### src/rtl/core/atl_pkg.sv
// Shared types, character codes and keyword tables for the assembly token lexer.
`default_nettype none

package atl_pkg;

    localparam int MAX_TOKEN_LEN_DEF = 256;
    localparam int TEXT_LEN_W        = 9;
    localparam int FIFO_DEPTH        = 4;

    typedef enum logic [3:0] {
        K_NEWLINE = 4'd0,
        K_COMMA   = 4'd1,
        K_LBRACK  = 4'd2,
        K_RBRACK  = 4'd3,
        K_IMM     = 4'd4,
        K_LABEL   = 4'd5,
        K_REG     = 4'd6,
        K_MNEM    = 4'd7,
        K_IDENT   = 4'd8,
        K_EOF     = 4'd9
    } t_kind;

    typedef enum logic [2:0] {
        M_IDLE    = 3'd0,
        M_COMMENT = 3'd1,
        M_MINUS   = 3'd2,
        M_NUMBER  = 3'd3,
        M_WORD    = 3'd4
    } t_mode;

    typedef struct packed {
        t_kind                  kind;
        logic [31:0]            value;
        logic [TEXT_LEN_W-1:0]  len;
        logic [63:0]            head;
        logic                   last;
    } t_token;

    // tokens produced by one input transaction
    typedef struct packed {
        logic [1:0] cnt;
        t_token     tok0;
        t_token     tok1;
    } t_push;

    localparam logic [7:0] CH_TAB    = 8'h09;
    localparam logic [7:0] CH_LF     = 8'h0A;
    localparam logic [7:0] CH_SPACE  = 8'h20;
    localparam logic [7:0] CH_COMMA  = 8'h2C;
    localparam logic [7:0] CH_MINUS  = 8'h2D;
    localparam logic [7:0] CH_DOT    = 8'h2E;
    localparam logic [7:0] CH_ZERO   = 8'h30;
    localparam logic [7:0] CH_NINE   = 8'h39;
    localparam logic [7:0] CH_COLON  = 8'h3A;
    localparam logic [7:0] CH_SEMI   = 8'h3B;
    localparam logic [7:0] CH_UP_A   = 8'h41;
    localparam logic [7:0] CH_UP_Z   = 8'h5A;
    localparam logic [7:0] CH_LBRACK = 8'h5B;
    localparam logic [7:0] CH_RBRACK = 8'h5D;
    localparam logic [7:0] CH_UNDER  = 8'h5F;
    localparam logic [7:0] CH_LO_A   = 8'h61;
    localparam logic [7:0] CH_LO_Z   = 8'h7A;

    localparam int NUM_REGS = 8;
    localparam int NUM_OPS  = 13;
    localparam int REG_LEN  = 3;

    // packed text, first character in the low byte
    localparam logic [63:0] REG_TEXT [NUM_REGS] = '{
        64'h786165, 64'h786365, 64'h786465, 64'h786265,
        64'h707365, 64'h706265, 64'h697365, 64'h696465
    };

    localparam logic [63:0] OP_TEXT [NUM_OPS] = '{
        64'h766F6D, 64'h68737570, 64'h706F70, 64'h646461,
        64'h627573, 64'h706D63, 64'h706D6A, 64'h656A,
        64'h656E6A, 64'h6C6C6163, 64'h746572, 64'h746E69,
        64'h706F6E
    };

    localparam int OP_LEN [NUM_OPS] = '{3, 4, 3, 3, 3, 3, 3, 2, 3, 4, 3, 3, 3};

    function automatic logic is_digit(input logic [7:0] c);
        return (c >= CH_ZERO) && (c <= CH_NINE);
    endfunction

    function automatic logic is_word_start(input logic [7:0] c);
        return ((c >= CH_UP_A) && (c <= CH_UP_Z)) || ((c >= CH_LO_A) && (c <= CH_LO_Z)) ||
               (c == CH_UNDER) || (c == CH_DOT);
    endfunction

    function automatic t_token mk_token(input t_kind kind, input logic [31:0] value,
                                        input logic [TEXT_LEN_W-1:0] len,
                                        input logic [63:0] head);
        t_token t;
        t.kind  = kind;
        t.value = value;
        t.len   = len;
        t.head  = head;
        t.last  = 1'b0;
        return t;
    endfunction

endpackage

`default_nettype wire

### src/rtl/core/atl_keyword.sv
// Register name and mnemonic classifier for a pending word.
`default_nettype none

module atl_keyword
    import atl_pkg::*;
#(
    parameter int LW = 9
) (
    input  wire logic [63:0]   i_head,
    input  wire logic [LW-1:0] i_len,
    output t_kind              o_kind,
    output logic [31:0]        o_value
);

    logic                        reg_hit;
    logic                        op_hit;
    logic [$clog2(NUM_REGS)-1:0] reg_idx;

    always_comb begin
        reg_hit = 1'b0;
        op_hit  = 1'b0;
        reg_idx = '0;
        // downward so the lowest matching index wins
        for (int i = NUM_REGS - 1; i >= 0; i--) begin
            if ((i_len == LW'(REG_LEN)) && (i_head == REG_TEXT[i])) begin
                reg_hit = 1'b1;
                reg_idx = ($clog2(NUM_REGS))'(i);
            end
        end
        for (int i = 0; i < NUM_OPS; i++) begin
            if ((i_len == LW'(OP_LEN[i])) && (i_head == OP_TEXT[i])) begin
                op_hit = 1'b1;
            end
        end
        if (reg_hit) begin
            o_kind  = K_REG;
            o_value = 32'(reg_idx);
        end else if (op_hit) begin
            o_kind  = K_MNEM;
            o_value = '0;
        end else begin
            o_kind  = K_IDENT;
            o_value = '0;
        end
    end

endmodule

`default_nettype wire

### src/rtl/core/atl_scan.sv
// Lexer state registers and per-byte scanning step, up to two tokens per byte.
`default_nettype none

module atl_scan
    import atl_pkg::*;
#(
    parameter int MAX_TOKEN_LEN = MAX_TOKEN_LEN_DEF
) (
    input  wire logic       i_clk,
    input  wire logic       i_rst_n,
    input  wire logic       i_accept,
    input  wire logic [7:0] i_in_byte,
    input  wire logic       i_end_of_source,
    output t_push           o_push
);

    localparam int LW = $clog2(MAX_TOKEN_LEN + 1);

    t_mode         r_mode,  n_mode;
    logic [31:0]   r_acc,   n_acc;
    logic          r_neg,   n_neg;
    logic [63:0]   r_head,  n_head;
    logic [LW-1:0] r_len,   n_len;

    t_kind         kw_kind;
    logic [31:0]   kw_value;
    logic [LW+8:0] len_ext;
    logic [TEXT_LEN_W-1:0] cur_len;
    logic [31:0]   num_value;
    t_token        v_tok [2];
    logic [1:0]    v_cnt;
    logic          go_idle;
    logic [7:0]    c;

    function automatic logic [63:0] app_head(input logic [63:0] head, input logic [LW-1:0] len,
                                             input logic [7:0] ch);
        logic [63:0] h;
        h = head;
        for (int i = 0; i < 8; i++) begin
            if (len == LW'(i)) h[8*i +: 8] = ch;
        end
        return h;
    endfunction

    function automatic logic [LW-1:0] app_len(input logic [LW-1:0] len);
        return (len < LW'(MAX_TOKEN_LEN)) ? len + LW'(1) : len;
    endfunction

    atl_keyword #(.LW(LW)) u_keyword (
        .i_head  (r_head),
        .i_len   (r_len),
        .o_kind  (kw_kind),
        .o_value (kw_value)
    );

    assign c         = i_in_byte;
    assign len_ext   = {9'b0, r_len};
    assign cur_len   = len_ext[TEXT_LEN_W-1:0];
    assign num_value = r_neg ? 32'd0 - r_acc : r_acc;

    always_comb begin
        n_mode   = r_mode;
        n_acc    = r_acc;
        n_neg    = r_neg;
        n_head   = r_head;
        n_len    = r_len;
        v_tok[0] = mk_token(K_EOF, '0, '0, '0);
        v_tok[1] = mk_token(K_EOF, '0, '0, '0);
        v_cnt    = 2'd0;
        go_idle  = 1'b0;

        if (i_end_of_source) begin
            if (r_mode == M_NUMBER) begin
                v_tok[0] = mk_token(K_IMM, num_value, cur_len, r_head);
                v_cnt    = 2'd1;
            end else if (r_mode == M_WORD) begin
                v_tok[0] = mk_token(kw_kind, kw_value, cur_len, r_head);
                v_cnt    = 2'd1;
            end
            v_tok[v_cnt[0]] = mk_token(K_EOF, '0, '0, '0);
            v_cnt  = v_cnt + 2'd1;
            n_mode = M_IDLE;
            n_acc  = '0;
            n_neg  = 1'b0;
            n_head = '0;
            n_len  = '0;
        end else begin
            unique case (r_mode)
                M_COMMENT: begin
                    if (c == CH_LF) begin
                        v_tok[0] = mk_token(K_NEWLINE, '0, TEXT_LEN_W'(1), 64'(CH_LF));
                        v_cnt    = 2'd1;
                        n_mode   = M_IDLE;
                    end
                end
                M_NUMBER: begin
                    if (is_digit(c)) begin
                        n_acc  = (r_acc << 3) + (r_acc << 1) + 32'(c - CH_ZERO);
                        n_head = app_head(r_head, r_len, c);
                        n_len  = app_len(r_len);
                    end else begin
                        v_tok[0] = mk_token(K_IMM, num_value, cur_len, r_head);
                        v_cnt    = 2'd1;
                        n_mode   = M_IDLE;
                        go_idle  = 1'b1;
                    end
                end
                M_WORD: begin
                    if (is_word_start(c) || is_digit(c)) begin
                        n_head = app_head(r_head, r_len, c);
                        n_len  = app_len(r_len);
                    end else begin
                        n_mode = M_IDLE;
                        v_cnt  = 2'd1;
                        if (c == CH_COLON) begin
                            v_tok[0] = mk_token(K_LABEL, '0, cur_len, r_head);
                        end else begin
                            v_tok[0] = mk_token(kw_kind, kw_value, cur_len, r_head);
                            go_idle  = 1'b1;
                        end
                    end
                end
                M_MINUS: begin
                    if (is_digit(c)) begin
                        n_mode = M_NUMBER;
                        n_neg  = 1'b1;
                        n_acc  = 32'(c - CH_ZERO);
                        n_head = app_head(64'(CH_MINUS), LW'(1), c);
                        n_len  = LW'(2);
                    end else begin
                        n_mode  = M_IDLE;
                        go_idle = 1'b1;
                    end
                end
                default: begin
                    n_mode  = M_IDLE;
                    go_idle = 1'b1;
                end
            endcase

            if (go_idle) begin
                case (c)
                    CH_SPACE, CH_TAB: ;
                    CH_SEMI:   n_mode = M_COMMENT;
                    CH_LF: begin
                        v_tok[v_cnt[0]] = mk_token(K_NEWLINE, '0, TEXT_LEN_W'(1), 64'(CH_LF));
                        v_cnt = v_cnt + 2'd1;
                    end
                    CH_COMMA: begin
                        v_tok[v_cnt[0]] = mk_token(K_COMMA, '0, TEXT_LEN_W'(1), 64'(CH_COMMA));
                        v_cnt = v_cnt + 2'd1;
                    end
                    CH_LBRACK: begin
                        v_tok[v_cnt[0]] = mk_token(K_LBRACK, '0, TEXT_LEN_W'(1),
                                                   64'(CH_LBRACK));
                        v_cnt = v_cnt + 2'd1;
                    end
                    CH_RBRACK: begin
                        v_tok[v_cnt[0]] = mk_token(K_RBRACK, '0, TEXT_LEN_W'(1),
                                                   64'(CH_RBRACK));
                        v_cnt = v_cnt + 2'd1;
                    end
                    CH_MINUS:  n_mode = M_MINUS;
                    default: begin
                        if (is_digit(c)) begin
                            n_mode = M_NUMBER;
                            n_neg  = 1'b0;
                            n_acc  = 32'(c - CH_ZERO);
                            n_head = 64'(c);
                            n_len  = LW'(1);
                        end else if (is_word_start(c)) begin
                            n_mode = M_WORD;
                            n_head = 64'(c);
                            n_len  = LW'(1);
                        end
                    end
                endcase
            end
        end

        // flag the final token of this byte
        if (v_cnt == 2'd2) begin
            v_tok[1].last = 1'b1;
        end else if (v_cnt == 2'd1) begin
            v_tok[0].last = 1'b1;
        end

        o_push.cnt  = i_accept ? v_cnt : 2'd0;
        o_push.tok0 = v_tok[0];
        o_push.tok1 = v_tok[1];
    end

    always_ff @(posedge i_clk) begin
        if (!i_rst_n) begin
            r_mode <= M_IDLE;
            r_acc  <= '0;
            r_neg  <= 1'b0;
            r_head <= '0;
            r_len  <= '0;
        end else if (i_accept) begin
            r_mode <= n_mode;
            r_acc  <= n_acc;
            r_neg  <= n_neg;
            r_head <= n_head;
            r_len  <= n_len;
        end
    end

    a_eos_resets: assert property (@(posedge i_clk) disable iff (!i_rst_n)
        (i_accept && i_end_of_source) |=> (r_mode == M_IDLE && r_len == '0 && r_acc == '0))
        else $error("state not cleared after end of source");

    a_eos_last_is_eof: assert property (@(posedge i_clk) disable iff (!i_rst_n)
        (i_accept && i_end_of_source) |->
        ((o_push.cnt == 2'd1 && o_push.tok0.kind == K_EOF) ||
         (o_push.cnt == 2'd2 && o_push.tok1.kind == K_EOF)))
        else $error("end of source without trailing EOF token");

    a_two_tokens_last: assert property (@(posedge i_clk) disable iff (!i_rst_n)
        (o_push.cnt == 2'd2) |-> (!o_push.tok0.last && o_push.tok1.last))
        else $error("last flag misplaced on token pair");

endmodule

`default_nettype wire

### src/rtl/core/atl_fifo.sv
// Token queue: takes up to two tokens per cycle while it has room, delivers one when popped.
`default_nettype none

module atl_fifo
    import atl_pkg::*;
(
    input  wire logic   i_clk,
    input  wire logic   i_rst_n,
    input  wire t_push  i_push,
    output logic        o_room,
    output logic        o_valid,
    input  wire logic   i_pop,
    output t_token      o_token
);

    localparam int AW = $clog2(FIFO_DEPTH);
    localparam int CW = $clog2(FIFO_DEPTH + 1);

    t_token        r_mem [FIFO_DEPTH];
    logic [AW-1:0] r_wr, n_wr;
    logic [AW-1:0] r_rd, n_rd;
    logic [CW-1:0] r_count, n_count;
    logic          pop;

    assign o_valid = (r_count != '0);
    assign o_room  = (r_count <= CW'(FIFO_DEPTH - 2));
    assign o_token = r_mem[r_rd];
    assign pop     = o_valid && i_pop;

    always_comb begin
        n_wr    = r_wr + AW'(i_push.cnt);
        n_rd    = pop ? r_rd + AW'(1) : r_rd;
        n_count = r_count + CW'(i_push.cnt) - CW'(pop);
    end

    always_ff @(posedge i_clk) begin
        if (i_push.cnt != 2'd0) r_mem[r_wr] <= i_push.tok0;
        if (i_push.cnt == 2'd2) r_mem[r_wr + AW'(1)] <= i_push.tok1;
    end

    always_ff @(posedge i_clk) begin
        if (!i_rst_n) begin
            r_wr    <= '0;
            r_rd    <= '0;
            r_count <= '0;
        end else begin
            r_wr    <= n_wr;
            r_rd    <= n_rd;
            r_count <= n_count;
        end
    end

    a_no_overflow: assert property (@(posedge i_clk) disable iff (!i_rst_n)
        r_count <= CW'(FIFO_DEPTH))
        else $error("token queue overflow");

    a_push_needs_room: assert property (@(posedge i_clk) disable iff (!i_rst_n)
        (i_push.cnt != 2'd0) |-> o_room)
        else $error("push without room");

    a_count_tracks: assert property (@(posedge i_clk) disable iff (!i_rst_n)
        1'b1 |=> (r_wr - r_rd) == AW'(r_count))
        else $error("pointers disagree with count");

endmodule

`default_nettype wire

### src/rtl/core/assembly_token_lexer.sv
// Top level of the streaming assembly token lexer.
// Input channel: one source byte per transaction on i_in_byte, or an end-of-source
// marker on i_end_of_source (byte ignored then). Accepted when i_valid is high and
// o_stall low. Output channel: one token per transaction, accepted when o_valid is
// high and i_stall low; o_last_result marks the final token caused by a byte.
// A byte updates the lexer state in the cycle it is accepted; its tokens (zero,
// one or two) go into a four-entry queue and appear on the outputs in the next
// cycle at the earliest. The input takes a byte every cycle while the queue has
// room for two tokens, so bytes giving at most one token run at one per cycle;
// a byte giving two tokens sends them out singly, the queue read port being
// the limit. When the receiver stalls the queue fills and o_stall rises once
// fewer than two entries are free; the head token holds steady meanwhile.
// Reset (synchronous, active low) returns the lexer to idle with empty text,
// zero accumulator, and empties the queue.
`default_nettype none

module assembly_token_lexer
    import atl_pkg::*;
#(
    parameter int MAX_TOKEN_LEN = MAX_TOKEN_LEN_DEF
) (
    input  wire logic        i_clk,
    input  wire logic        i_rst_n,
    input  wire logic        i_valid,
    output logic             o_stall,
    input  wire logic [7:0]  i_in_byte,
    input  wire logic        i_end_of_source,
    output logic             o_valid,
    input  wire logic        i_stall,
    output logic [3:0]       o_token_kind,
    output logic [31:0]      o_token_value,
    output logic [8:0]       o_text_length,
    output logic [63:0]      o_text_head,
    output logic             o_last_result
);

    t_push  push;
    t_token head_tok;
    logic   room;
    logic   in_accept;

    // accept only when two queue slots are free, whatever the byte yields
    assign o_stall   = !room;
    assign in_accept = i_valid && room;

    atl_scan #(.MAX_TOKEN_LEN(MAX_TOKEN_LEN)) u_scan (
        .i_clk           (i_clk),
        .i_rst_n         (i_rst_n),
        .i_accept        (in_accept),
        .i_in_byte       (i_in_byte),
        .i_end_of_source (i_end_of_source),
        .o_push          (push)
    );

    atl_fifo u_fifo (
        .i_clk   (i_clk),
        .i_rst_n (i_rst_n),
        .i_push  (push),
        .o_room  (room),
        .o_valid (o_valid),
        .i_pop   (!i_stall),
        .o_token (head_tok)
    );

    assign o_token_kind  = head_tok.kind;
    assign o_token_value = head_tok.value;
    assign o_text_length = head_tok.len;
    assign o_text_head   = head_tok.head;
    assign o_last_result = head_tok.last;

endmodule

`default_nettype wire
### config.mk
export PLATFORM = sky130hd
export DESIGN_NAME = assembly_token_lexer
export DESIGN_NICKNAME = d
export VERILOG_FILES = /design/src/rtl/core/atl_pkg.sv /design/src/rtl/core/atl_keyword.sv /design/src/rtl/core/atl_scan.sv /design/src/rtl/core/atl_fifo.sv /design/src/rtl/core/assembly_token_lexer.sv
export SDC_FILE = /design/constraint.sdc
export NUM_CORES = 2
export LEC_CHECK = 0
export BUFFER_PORTS_ARGS = -buffer_cell sky130_fd_sc_hd__buf_4
export CORE_MARGIN = 4
export CORE_UTILIZATION = 35
export CTS_CLUSTER_DIAMETER = 80
export DETAILED_ROUTE_END_ITERATION = 7
export REMOVE_ABC_BUFFERS = 1
export SYNTH_ARGS = -nofsm -noshare
export SYNTH_HDL_FRONTEND = slang
export SYNTH_SLANG_ARGS = --single-unit
### constraint.sdc
create_clock -name i_clk -period 9.5 [get_ports i_clk]
set_clock_uncertainty 0.05 [all_clocks]
set_input_delay 1.9 -clock i_clk [delete_from_list [all_inputs] [get_ports i_clk]]
set_output_delay 1.9 -clock i_clk [all_outputs]
set_load 0.005 [all_outputs]
Word-level counts from Yosys, hierarchy flattened
Memories as Yosys holds them, arrays and structs flattened. A register that Yosys moved wholly into a read port is not among the register bits. Index checks and enable logic that the tools add are counted.

Add/subtract/negate cells: 12. $lt $le $gt $ge: 12. Eq/ne operators: 46. Muxes and demuxes: 125. Bitwise logic cells: 17. Reductions and logical operators: 41.

Operators by type and width (count): == test 64 x 23 -> 1 bit, second input constant (18); two-way mux 110 bit (10); one-hot mux 220 bit (4 select lines) (1); two-way mux 64 bit (8); two-way mux 220 bit (2); one-hot mux 110 bit (3 select lines) (1); two-way mux 32 bit (7); demux 110 bit (select 1 bit) (2); bitwise AND 216 bit (1); inverter 216 bit (1); bitwise AND 214 bit (1); inverter 214 bit (1); bitwise AND 210 bit (1); inverter 210 bit (1); bitwise AND 206 bit (1); inverter 206 bit (1); bitwise AND 204 bit (1); inverter 204 bit (1); one-hot mux 64 bit (3 select lines) (1); == test 64 x 31 -> 1 bit, second input constant (2); two-way mux 9 bit (9); adder 32 bit (2); == test 64 x 15 -> 1 bit, second input constant (1); two-way mux 8 bit (8); 52 further kinds (171).

Bits in registers: 116. Bits in writable memories: 440. Input bits: 13. Output and inout bits: 112. Word-level logic and storage cells: 262. Memories: 1.

Memories: u_fifo.r_mem (words 4, bits a word 110, read ports 1, clocked after Yosys merged registers in 1, wr ports 2, RTL line atl_fifo.sv:19) `t_token r_mem [FIFO_DEPTH];`.

Depth between registers and ports, before layout
Depth after elaboration: 27. Depth in mapped cells: 21. Mapped depth without buffers: 20.

By module
From an unflattened synthesis, not the netlist that was laid out.

Cells, all modules: 2662. Area total of the unflattened synthesis: 33387.0 um2.

Modules (own cells, without submodules): atl_fifo (times used 1, cells an instance 1112, area each 21650.8 um2, sequential area each 13392.8 um2); atl_scan (times used 1, cells an instance 1386, area each 10570.1 um2, sequential area each 2182.1 um2); atl_keyword (times used 1, cells an instance 161, area each 1152.4 um2, sequential area each 0.0 um2); assembly_token_lexer (times used 1, cells an instance 3, area each 13.8 um2, sequential area each 0.0 um2).

Worst setup path before layout
No wires, ideal clock.

Kind: in2reg. Start: in i_in_byte[4]. End: reg u_scan.r_acc[31]. Library setup time: 122 ps. Arrival: 6676 ps. Data required time: 9328 ps. Path slack: 2653 ps. Stages: 14. Path buffers: 1. Cell sequence: ha_1 clkbuf_1 nor2_1 fa_1 ha_1 a21o_1 a21o_1 a221o_1 a31o_2 a221oi_1 o21ai_0 o41ai_1 xnor2_1 a21oi_1.

Word-level cells in the longest chain between the ends: 11. Elaborated cells on any way between the ends: 39. Those cells by class: add/sub (2); order compare (6); eq/ne (11); mux (12); reduce/logical (8).

Ends and longest elaborated chain: start: declaration (RTL line assembly_token_lexer.sv:26) `input wire logic [7:0] i_in_byte,`; parallel branches: the longest is 9 deep, another holds adder 32 bit; two-way mux 32 bit * (RTL line atl_scan.sv:141) `if (go_idle) begin`; two-way mux 32 bit * (RTL line atl_scan.sv:72) `if (i_end_of_source) begin`; end signal: assignment (RTL line atl_scan.sv:202) `r_acc <= n_acc;`; end: declaration (RTL line atl_scan.sv:20) `logic [31:0] r_acc, n_acc;`.

Mark *: on every way between the ends. The select of a mux whose other input is x is not followed. A chain may end at the register's enable or synchronous reset.

==> metrics.yaml <==
finish:
  area_growth_pct: 12.6
  finalNetCount: 2788
  drive_gt1_share_pct: 14.8
drt:
  wl_per_cell_um: 24.0
  final_antenna_net_count: 0
  wirelength_mm: 91.1
  drc: 0
  drtPass1Iterations: 7
  drt_iter0_drc: 2466
  vias: 23400
  via_per_inst: 6.18
timing:
  whs_ns: 0.403
  fmax_ghz: 0.149
  hold_viol: 0
  period_share_pct: 70.8
  slew_headroom_pct: 17.9
  worstMarginPinSlew_ns: 1.23
  setup_viol: 0
  post-route-min-period_ns: 6.72
  final_max_slew_viol_count: 0
  rsz0062_at_grt: "false"
outcome:
  status: "completed"
die:
  design.core.area_um2: 77500
  die_h_um: 288
  dieArea_um2: 82700
  num_io_pins: 125
  num_rows: 102
  die_w_um: 288
  initial_core_util_pct: 35.3
power:
  power_report.internal_total_mw: 3.98
  swShare_pct: 28.1
  ir_drop_mv: 0.160
  powerDensity_nw_per_um2: 180
  power.total_mw: 5.54
  p_comb_share_pct: 13.9
  switchingPower_mw: 1.56
  clkPwrFrac_pct: 41.5
  power_frac_seq_pct: 44.6
  power.leakage_nw: 10.9
synth:
  syn_inst: 2725
  synth_edf_count: 48
  synth.cell_area_um2: 27300
  yosys_warnings: 0
  synth_area_per_cell_um2: 10.0
  ys_ff_latch: 558
  ys_async_sr_fraction_pct: 0
  ys.flop_type: "dfxtp_1"
  synth_cell_type_count: 89
  yosysSeqAreaShare_pct: 42.6
clocking:
  cts_sinks: 558
  cts_root_buf: "clkbuf_16"
  post_cts_resized: 0
  htreeDepth: 2
  post_cts_buffers: 0
  clock_path_buffers: 3
  cts_tree: "done"
  clk_latency_ns: 0.63
  numCtsBuffers: 55
  clk_pin_slew_ns: 0.06
  holdBufCountCts: 0
worst_setup_path:
  start_kind: "input port"
  worstPathRequired_ns: 10.02
  cp_max_fo: 54
  cp-end-kind: "flop"
  arrival_ns: 7.24
  critical_path_class: "in -> reg"
place:
  gp_congestion: 0.902
  numPortBuffers: 124
  dp_hpwl_mm: 58.8
global_route:
  overflow: 0
  grt_pass1_wl_mm: 140
  antenna_found_initial: 6
  grt_pass1_vias: 23100
  grt_usage_pct: 21.3
  grt_max_degree: 102
worst_hold_path:
  min_path_type: "reg -> reg"
flow_run:
  cap_violations: 0
==> path summary, 6_finish.rpt <==
check                      start                   to  slack [ns]  cells past startpoint
max                 i_in_byte[4]  u_fifo.r_mem[0][71]        2.78                     16
min          u_fifo.r_mem[3][62]  u_fifo.r_mem[3][62]        0.40                      2
max reg2reg     u_scan.r_mode[1]  u_fifo.r_mem[0][71]        3.93                     12
min reg2reg  u_fifo.r_mem[3][62]  u_fifo.r_mem[3][62]        0.40                      2
==> cell type report <==
| cell class | count | area [µm²] |
|---|---|---|
| Clock buffer | 75 | 1560 |
| Multi-Input combinational cell | 1877 | 14500 |
| Fill cell | 7449 | 46700 |
| Sequential cell | 558 | 11700 |
| Antenna cell | 4 | 10.0 |
| Tap cell | 1040 | 1300 |
| Clock inverter | 28 | 352 |
| Inverter | 51 | 194 |
| Timing Repair Buffer | 156 | 1200 |
==> critical path, stage by stage <==
cell and delay, ns:
buf_4 0.16, inv_1 0.12, ha_1 0.25, or3b_1 0.38, a21oi_2 0.23, a32oi_2 0.12
a31o_2 0.29, a211oi_4 0.50, inv_4 0.12, ha_1 0.22, o22ai_1 0.26, o21a_1 0.50
a21bo_2 0.51, and2_4 0.75, buf_4 0.65, a32o_1 0.21
==> Yosys cell counts, types with 13 or more instances <==
cell type | n | share of area, %
and3_1 | 17 | 0.39
and2_1 | 23 | 0.53
a21oi_1 | 217 | 4.0
o22ai_1 | 40 | 0.92
nand2b_1 | 16 | 0.37
nor3_1 | 37 | 0.68
ha_1 | 46 | 2.1
fa_1 | 30 | 2.2
nor2_1 | 149 | 2.0
xor2_1 | 28 | 0.90
mux4_2 | 110 | 9.1
nand4_1 | 27 | 0.62
xnor2_1 | 37 | 1.2
a21o_1 | 24 | 0.66
nor2b_1 | 17 | 0.39
o21ai_0 | 96 | 1.8
a22o_1 | 85 | 2.7
dfxtp_1 | 510 | 37
nand2_1 | 257 | 3.5
nand3_1 | 107 | 2.0
a31oi_1 | 14 | 0.32
nor4_1 | 19 | 0.43
inv_1 | 49 | 0.67
buf_1 | 19 | 0.26
buf_2 | 64 | 1.2
o2bb2ai_1 | 60 | 1.9
edfxtp_1 | 48 | 5.3
or3_1 | 13 | 0.30
clkbuf_1 | 141 | 1.9
a32o_1 | 197 | 7.2
==> layout by cell type (no fill, tap or decap), types with 22 or more instances in the layout <==
cell,count
xnor2_1,37
a32o_1,197
a21o_1,24
edfxtp_1,48
nor2_1,148
and2_1,22
o21ai_0,96
nand2_1,257
xor2_1,28
fa_1,30
nand4_1,27
clkbuf_16,55
ha_1,46
inv_1,49
o22ai_1,40
a21oi_1,215
nand3_1,107
nor3_1,36
a22o_1,85
mux4_2,110
buf_4,154
o2bb2ai_1,60
dfxtp_1,508
==> cell families (layout without fill, tap and decap cells) <==
logic type               after synthesis  count (layout)  share of synthesized area (%)
AO/OA/AOI/OAI                        873             873                           23.9
AND/OR/NAND/NOR                      744             744                           13.1
flip-flops                           558             558                           42.6
buffers and inverters                290             310                           4.56
multiplexers                         119             119                           9.41
adder cells (fa/ha/maj)               76              76                           4.30
XOR/XNOR                              65              65                           2.08
other                                  0               4                              0
==> routing by layer <==
| layer | GRT usage [%] | routed length (µm) | vias up |
|---|---|---|---|
| met2 | 33.8 | 41500 | 922 |
| li1 | - | - | 10400 |
| met3 | 4.28 | 6710 | 175 |
| met4 | 6.41 | 2460 | 6 |
| met5 | 0 | 41 | - |
| met1 | 29.3 | 40300 | 11900 |
==> through the flow <==
stage / instances / TNS, ns / area (µm²) / utilization [%] / worst slack (ns)
2_1_floorplan: 2486 / -359.69 / 26300 / - / -1.58
3_5_place_dp: 3682 / 0 / 28900 / 37.3 / 2.22
3_3_place_gp: 3682 / 0 / 28900 / 37.3 / 2.31
6_report: 3789 / 0 / 30800 / 39.8 / 2.78
4_1_cts: 3785 / 0 / 30800 / 39.7 / 2.89
5_1_grt: 3786 / 0 / 30800 / 39.7 / 2.51
==> state kept, by name, summed over array words and instances (netlist names), named ones only <==
register and cells:
u_scan.r_head 64, u_scan.r_mode 3, u_scan.r_acc 32, u_fifo.r_wr 2, u_fifo.r_rd 2, u_scan.cur_len 9, u_scan.r_neg 1, u_fifo.r_mem 440
u_fifo.r_count 3
==> power by group through the flow <==
stage               registers [mW]  logic [mW]  clock network (mW)
CTS                           2.47       0.767                2.34
global placement              2.52       0.758                   0
finish                        2.47       0.770                2.30
detailed placement            2.52       0.765                   0
global route                  2.47       0.830                2.43
floorplan                     2.55       0.437                   0
Power figures use the tool's default switching activity.
